[config.mk]
export PLATFORM = sky130hd
export DESIGN_NAME = key_matrix_scan_debounce
export DESIGN_NICKNAME = d
export VERILOG_FILES = /design/src/rtl/kmsd_pkg.sv /design/src/rtl/kmsd_counter_ram.sv /design/src/rtl/kmsd_update.sv /design/src/rtl/key_matrix_scan_debounce.sv
export VERILOG_INCLUDE_DIRS = /design/src /design/src/rtl
export SDC_FILE = /design/constraint.sdc
export NUM_CORES = 1
export LEC_CHECK = 0
export BUFFER_PORTS_ARGS = -buffer_cell sky130_fd_sc_hd__buf_2
export CORE_ASPECT_RATIO = 1.25
export CORE_UTILIZATION = 50
export DETAILED_ROUTE_END_ITERATION = 8
export PLACE_DENSITY = 0.73
export SLEW_MARGIN = 5
export SYNTH_ARGS = -nofsm -noshare
export SYNTH_HDL_FRONTEND = slang
export SYNTH_SLANG_ARGS = --single-unit
[constraint.sdc]
create_clock -name aclk -period 3.75 [get_ports aclk]
set_input_delay 0.1875 -clock aclk [delete_from_list [all_inputs] [get_ports aclk]]
set_output_delay 0.1875 -clock aclk [all_outputs]
set_load 0.02 [all_outputs]
[src/rtl/assert_macros.svh]
// Assertion helpers for the RTL.
`ifndef ASSERT_MACROS_SVH
`define ASSERT_MACROS_SVH

// Check that expr holds at every rising clock edge outside reset.
`define KMSD_ASSERT_ALWAYS(name, clk, rstn, expr, msg) \
    name: assert property (@(posedge clk) disable iff (!rstn) (expr)) else $error(msg);

// Check that cons holds in the cycle after ante.
`define KMSD_ASSERT_NEXT(name, clk, rstn, ante, cons, msg) \
    name: assert property (@(posedge clk) disable iff (!rstn) (ante) |=> (cons)) else $error(msg);

`endif

[src/rtl/kmsd_pkg.sv]
`default_nettype none
package kmsd_pkg;
    localparam int CNT_W     = 4;
    localparam int LEVEL_W   = 4;
    localparam int ROW_OUT_W = 3;
    localparam logic [CNT_W-1:0] LIMIT_RESET = 4'd5;
endpackage
`default_nettype wire

[src/rtl/kmsd_counter_ram.sv]
`default_nettype none
module kmsd_counter_ram import kmsd_pkg::*; #(
    parameter int DEPTH  = 5,
    parameter int WIDTH  = 16,
    parameter int ADDR_W = 3
) (
    input  wire logic              aclk,
    input  wire logic              aresetn,
    input  wire logic              rd_en,
    input  wire logic [ADDR_W-1:0] rd_addr,
    output logic      [WIDTH-1:0]  rd_data,
    input  wire logic              wr_en,
    input  wire logic [ADDR_W-1:0] wr_addr,
    input  wire logic [WIDTH-1:0]  wr_data
);
    logic [WIDTH-1:0] mem [DEPTH];
    logic [DEPTH-1:0] row_valid_reg;
    logic [WIDTH-1:0] mem_q_reg;
    logic [WIDTH-1:0] fwd_data_reg;
    logic             hit_valid_reg;
    logic             fwd_reg;

    always_ff @(posedge aclk) begin
        if (wr_en) begin
            mem[wr_addr] <= wr_data;
        end
        if (rd_en) begin
            mem_q_reg    <= mem[rd_addr];
            fwd_data_reg <= wr_data;
        end
    end

    // Valid bits stand in for a cleared memory; a write in flight to the read row is forwarded.
    always_ff @(posedge aclk) begin
        if (!aresetn) begin
            row_valid_reg <= '0;
            hit_valid_reg <= 1'b0;
            fwd_reg       <= 1'b0;
        end else begin
            if (wr_en) begin
                row_valid_reg[wr_addr] <= 1'b1;
            end
            if (rd_en) begin
                hit_valid_reg <= row_valid_reg[rd_addr];
                fwd_reg       <= wr_en && (wr_addr == rd_addr);
            end
        end
    end

    assign rd_data = fwd_reg ? fwd_data_reg : (hit_valid_reg ? mem_q_reg : '0);
endmodule
`default_nettype wire

[src/rtl/kmsd_update.sv]
`default_nettype none
module kmsd_update import kmsd_pkg::*; #(
    parameter int COLUMNS = 4
) (
    input  wire logic [COLUMNS*CNT_W-1:0] counters_in,
    input  wire logic [COLUMNS-1:0]       pressed,
    input  wire logic [CNT_W-1:0]         limit,
    output logic      [COLUMNS*CNT_W-1:0] counters_out,
    output logic      [COLUMNS-1:0]       press,
    output logic      [COLUMNS-1:0]       release_hit
);
    // Integrate each key independently: up while pressed, down while released.
    always_comb begin
        logic [CNT_W-1:0] c;
        counters_out = counters_in;
        press        = '0;
        release_hit  = '0;
        for (int j = 0; j < COLUMNS; j++) begin
            c = counters_in[j*CNT_W +: CNT_W];
            if (pressed[j]) begin
                if (c < limit) begin
                    c        = c + CNT_W'(1);
                    press[j] = (c == limit);
                end
            end else if (c != '0) begin
                release_hit[j] = (c == CNT_W'(1));
                c              = c - CNT_W'(1);
            end
            counters_out[j*CNT_W +: CNT_W] = c;
        end
    end
endmodule
`default_nettype wire

[src/rtl/key_matrix_scan_debounce.sv]
`default_nettype none
// Key matrix scanner with per-key integrator debounce. Each input transaction carries the
// column levels sampled while the current row was driven; the block updates one saturating
// 4-bit counter per key of that row and returns one result transaction naming the scanned
// row, the keys that just reached the debounce limit (press), the keys that just fell back
// to zero (release) and the next row to drive. The counters of a row sit together in one
// word of a small synchronous memory: a transaction reads its row on acceptance, the update
// is computed the cycle after and written back as the result is registered. A write to the
// row being read in the same cycle is forwarded, so a new transaction is taken every cycle
// while the output takes results. Reset clears all counters at once through
// per-row valid bits; no clearing pass is needed. cfg_wr_en/cfg_wr_data set debounce_limit
// (reset value 5), to be written only while the block is idle.
`include "assert_macros.svh"
module key_matrix_scan_debounce import kmsd_pkg::*; #(
    parameter int ROWS    = 5,
    parameter int COLUMNS = 4
) (
    input  wire logic                 aclk,
    input  wire logic                 aresetn,
    input  wire logic                 cfg_wr_en,
    input  wire logic [CNT_W-1:0]     cfg_wr_data,
    input  wire logic                 s_valid,
    output logic                      s_ready,
    input  wire logic [LEVEL_W-1:0]   s_column_levels,
    output logic                      m_valid,
    input  wire logic                 m_ready,
    output logic      [ROW_OUT_W-1:0] m_scanned_row,
    output logic      [LEVEL_W-1:0]   m_press_mask,
    output logic      [LEVEL_W-1:0]   m_release_mask,
    output logic      [ROW_OUT_W-1:0] m_next_row
);
    localparam int RW     = (ROWS > 1) ? $clog2(ROWS) : 1;
    localparam int WORD_W = COLUMNS * CNT_W;
    localparam logic [RW-1:0] LAST_ROW = RW'(ROWS - 1);

    logic [CNT_W-1:0]   debounce_limit_reg;
    logic [RW-1:0]      row_index_reg;
    logic [RW-1:0]      row_index_next;
    logic               s1_valid_reg;
    logic [RW-1:0]      s1_row_reg;
    logic [LEVEL_W-1:0] s1_levels_reg;
    logic               s1_advance;
    logic               in_accept;
    logic [WORD_W-1:0]  rd_word;
    logic [WORD_W-1:0]  wr_word;
    logic [COLUMNS-1:0] pressed;
    logic [COLUMNS-1:0] press_full;
    logic [COLUMNS-1:0] release_full;
    logic [RW-1:0]      s1_next_row;

    logic                 m_valid_reg;
    logic [ROW_OUT_W-1:0] m_scanned_row_reg;
    logic [LEVEL_W-1:0]   m_press_mask_reg;
    logic [LEVEL_W-1:0]   m_release_mask_reg;
    logic [ROW_OUT_W-1:0] m_next_row_reg;

    // Stage 1 drains into the output register whenever that register is free or being taken.
    assign s1_advance = s1_valid_reg && (!m_valid_reg || m_ready);
    assign s_ready    = !s1_valid_reg || s1_advance;
    assign in_accept  = s_valid && s_ready;

    assign row_index_next = (row_index_reg == LAST_ROW) ? '0 : row_index_reg + RW'(1);
    assign s1_next_row    = (s1_row_reg == LAST_ROW) ? '0 : s1_row_reg + RW'(1);

    // Columns beyond the sampled width read as released.
    assign pressed = COLUMNS'(s1_levels_reg);

    kmsd_counter_ram #(
        .DEPTH  (ROWS),
        .WIDTH  (WORD_W),
        .ADDR_W (RW)
    ) u_ram (
        .aclk    (aclk),
        .aresetn (aresetn),
        .rd_en   (in_accept),
        .rd_addr (row_index_reg),
        .rd_data (rd_word),
        .wr_en   (s1_advance),
        .wr_addr (s1_row_reg),
        .wr_data (wr_word)
    );

    kmsd_update #(
        .COLUMNS (COLUMNS)
    ) u_update (
        .counters_in  (rd_word),
        .pressed      (pressed),
        .limit        (debounce_limit_reg),
        .counters_out (wr_word),
        .press        (press_full),
        .release_hit  (release_full)
    );

    // Control state: limit, row pointer, stage and output valids.
    always_ff @(posedge aclk) begin
        if (!aresetn) begin
            debounce_limit_reg <= LIMIT_RESET;
            row_index_reg      <= '0;
            s1_valid_reg       <= 1'b0;
            m_valid_reg        <= 1'b0;
        end else begin
            if (cfg_wr_en) begin
                debounce_limit_reg <= cfg_wr_data;
            end
            if (in_accept) begin
                row_index_reg <= row_index_next;
            end
            if (s_ready) begin
                s1_valid_reg <= s_valid;
            end
            if (s1_advance) begin
                m_valid_reg <= 1'b1;
            end else if (m_ready) begin
                m_valid_reg <= 1'b0;
            end
        end
    end

    // Payload: capture the transaction on acceptance, the result on stage 1 advance.
    always_ff @(posedge aclk) begin
        if (in_accept) begin
            s1_row_reg    <= row_index_reg;
            s1_levels_reg <= s_column_levels;
        end
        if (s1_advance) begin
            m_scanned_row_reg  <= ROW_OUT_W'(s1_row_reg);
            m_press_mask_reg   <= LEVEL_W'(press_full);
            m_release_mask_reg <= LEVEL_W'(release_full);
            m_next_row_reg     <= ROW_OUT_W'(s1_next_row);
        end
    end

    assign m_valid        = m_valid_reg;
    assign m_scanned_row  = m_scanned_row_reg;
    assign m_press_mask   = m_press_mask_reg;
    assign m_release_mask = m_release_mask_reg;
    assign m_next_row     = m_next_row_reg;

    `KMSD_ASSERT_ALWAYS(a_row_in_range, aclk, aresetn, row_index_reg <= LAST_ROW, "row pointer out of range")
    `KMSD_ASSERT_ALWAYS(a_masks_disjoint, aclk, aresetn, !m_valid || ((m_press_mask & m_release_mask) == '0), "key both pressed and released")
    `KMSD_ASSERT_NEXT(a_stall_holds, aclk, aresetn, s1_valid_reg && !s1_advance, s1_valid_reg && $stable(s1_row_reg), "stalled stage lost its transaction")
    `KMSD_ASSERT_NEXT(a_row_steps, aclk, aresetn, in_accept, row_index_reg == $past(row_index_next), "row pointer did not advance")
endmodule
`default_nettype wire

==> impl_metrics.py <==
metrics = {
    "outcome": {
        "status": "finished clean",
    },
    "synth": {
        "yosys.cell_types.count": 48,
        "postSynthAreaPerCell_sq_um": 15.2,
        "ys_warn_count": 0,
        "synth_top_area_share_pct": 54.1,
        "syn-cell-area_sq_um": 7380,
        "syn_nets": 531,
        "ys.flop_type": "edfxtp_1",
        "synth_top_area_cell": "edfxtp_1",
        "synth_edf_count": 133,
        "async_flop_share_pct": 0,
        "ys_top_cells_by_area": "edfxtp_1 54%, ha_1 5.4%, dfxtp_1 4.3%, xnor2_1 3.4%, mux2_2 3.2%",
        "ys_ff_latch": 149,
        "ys_seq_area_share_pct": 58.5,
        "netlist_instances": 486,
    },
    "setup_path": {
        "timing.rr.start": "u_ram.hit_valid_reg$_SDFFE_PN0P_",
        "worstSetupPathType": "reg -> reg",
        "regToRegSetupSlack_ns": 0.64,
        "crit_end": "u_ram.fwd_data_reg[15]$_DFFE_PP_",
        "cp.arrival_ns": 3.25,
        "critPathRequiredTime_ns": 3.89,
        "worstRegToRegCells": 8,
        "slowest_delay_ns": 0.71,
        "startpoint": "u_ram.hit_valid_reg$_SDFFE_PN0P_",
        "critPathCaptureType": "register",
        "path_cells": "nor2b_4 > a22oi_4 > inv_2 > ha_1 > a21oi_1 > nand3_1 > xnor2_1 > mux2i_1",
        "reg2reg_to": "u_ram.fwd_data_reg[15]$_DFFE_PP_",
        "worstPathMaxFanout": 14,
        "cp-start-kind": "register",
        "crit_slowest_cell": "dfxtp_1",
    },
    "routing": {
        "drc_errors": 0,
        "wire_per_inst_um": 18.6,
        "vias": 4022,
        "finalWirelength_um": 13300,
        "drt_pass1_iterations": 4,
        "drt_iter0_drc": 205,
        "routed_via_density": 5.63,
        "postRouteAntennaNets": 0,
    },
    "grt": {
        "track_usage_pct": 18.7,
        "gr-total-overflow": 0,
        "grt_max_degree": 29,
        "antenna_found_initial": 0,
        "grt_pass1_vias": 4134,
        "grt_first_pass_wirelength_um": 21500,
    },
    "layout": {
        "num_antenna_cells": 0,
        "final_cell_mix": "133 x edfxtp_1, 32 x ha_1, 29 x xnor2_1, 28 x buf_2, 21 x mux2_2",
        "area_growth_pct": 12.0,
        "final_area_sq_um": 8260,
        "largest_reg_flops": 80,
        "drive_above_1_share_pct": 25.9,
        "layout_commonest_cell": "edfxtp_1",
        "nNetsFinal": 568,
    },
    "clocking": {
        "cts_buffer_depth": 2,
        "ctsResizeCount": 0,
        "cts_root_buffer": "clkbuf_16",
        "path_clk_slew_ns": 0.07,
        "cts_tree": "yes",
        "clkSinkCount": 149,
        "post_cts_buffers": 0,
        "postCtsHoldBufs": 6,
        "htreeDepth": 4,
        "cts_made_buffers": 17,
        "insertion_delay_ns": 0.42,
    },
    "hold_path": {
        "min_path_cells": 3,
        "hold_class": "in -> reg",
    },
    "power_and_ir_drop": {
        "power_density_nw_per_um2": 486,
        "vdd_ir_drop_max_mv": 0.381,
        "power_leakage_nw": 3.17,
        "power_mw": 4.01,
    },
    "timing": {
        "fmax_mhz": 321,
        "drv_slew": 0,
        "tightestPinTransition_ns": 1.12,
        "finalSetupViolations": 0,
        "finalHoldViolCount": 0,
        "period_needed_ns": 3.11,
        "post-route-period-util_pct": 83.0,
        "rsz0062_at_grt": "false",
        "fin_tns_setup_ns": 0,
        "finClkSkew_ns": 0.0125,
        "max_slew_margin_pct": 25.4,
    },
    "floorplanning": {
        "core_area_sq_um": 14400,
        "start_util_pct": 51.2,
        "fp.dieW_um": 111,
        "pin_count": 29,
        "row_count": 49,
        "dieArea_sq_um": 15300,
        "dieHeight_um": 138,
    },
    "place": {
        "gp_congestion": 0.806,
        "port_buffers": 28,
        "hpwlAfterDp_um": 9120,
        "place_area_sq_um": 7620,
    },
    "flow_run": {
        "drv_cap": 0,
    },
}
[layer usage]
layer | vias to the layer above | global-route usage (%) | wire length [um]
met4 | 0 | 8.07 | 257
met1 | 2002 | 22.4 | 5840
met5 | - | 0 | 0
li1 | 1929 | - | -
met3 | 19 | 3.61 | 366
met2 | 72 | 33.3 | 6830
[through the flow]
step | std cells | worst slack [ns] | utilization, % | hold WS, ns
2_1_floorplan | 486 | 0.954 | - | 0.286
3_3_place_gp | 676 | 0.742 | 52.9 | 0.366
3_5_place_dp | 676 | 0.701 | 52.9 | 0.369
4_1_cts | 714 | 0.647 | 57.4 | 0.0217
5_1_grt | 714 | 0.393 | 57.4 | 0.0404
6_report | 714 | 0.636 | 57.4 | 0.0318
[worst min-delay path by stage]
| stage | from | to | slack, ns |
|---|---|---|---|
| 4_1_cts | s_valid | s1_valid_reg$_SDFFE_PN0N_ | 0.02 |
| 2_1_floorplan | s_column_levels[0] | pressed[0]$_DFFE_PP_ | 0.29 |
| 5_1_grt | s_valid | s1_valid_reg$_SDFFE_PN0N_ | 0.04 |
| 3_3_place_gp | s_column_levels[0] | pressed[0]$_DFFE_PP_ | 0.37 |
| 3_5_place_dp | s_column_levels[1] | pressed[1]$_DFFE_PP_ | 0.37 |
| 6_report | s_valid | s1_valid_reg$_SDFFE_PN0N_ | 0.03 |
[power breakdown]
part / internal [mW] / switching [mW] / total, mW
Combinational: 0.166 / 0.217 / 0.383
Sequential: 1.92 / 0.0599 / 1.98
Clock: 0.893 / 0.762 / 1.66
[cells by family after synthesis]
kind of cell	synth area share, %
AOI/OAI and AO/OA	6.75
xor gates and xnor gates	4.15
adders and majority gates	5.43
buffers and inverters	4.10
DFF	58.5
muxes	11.3
and+or+nand+nor	9.78
[worst max-delay path, delay by kind of cell (launching register included)]
kind	cells	cell delay, ns
DFF	1	0.71
and+or+nand+nor	2	0.67
muxes	1	0.49
AOI/OAI and AO/OA	2	0.41
adders and majority gates	1	0.25
xor gates and xnor gates	1	0.15
buffers and inverters	1	0.13
[synthesized netlist by cell type (3+ instances only)]
cell type / instances
nor3_1: 7
nand3_2: 5
buf_12: 3
and3b_1: 3
mux2_2: 21
mux2i_1: 19
a21boi_0: 5
o21a_1: 6
mux4_1: 7
xnor2_1: 29
dfxtp_1: 16
and2_1: 4
and4b_1: 4
nor3_2: 4
a21oi_1: 13
mux4_2: 10
o211ai_1: 5
nand3_1: 18
a32oi_1: 4
buf_6: 8
a22oi_4: 5
a21oi_4: 4
ha_1: 32
nand3b_1: 3
nand2_1: 17
inv_1: 20
clkbuf_1: 10
nor2b_1: 13
edfxtp_1: 133
a22oi_2: 7
inv_2: 4
xor2_1: 6
and3_1: 4
nor2_1: 11
nand4b_1: 8
[cell type report]
cell class | instances | area (sq um)
clock buffers | 17 | 425
clock inverters | 15 | 153
fillers | 1083 | 6140
inverters | 25 | 93.8
multi-input cells | 287 | 2790
flip-flops and latches | 149 | 4320
well taps | 178 | 223
repair buffers | 43 | 268
No activity file was read; power rests on OpenSTA's default activity.
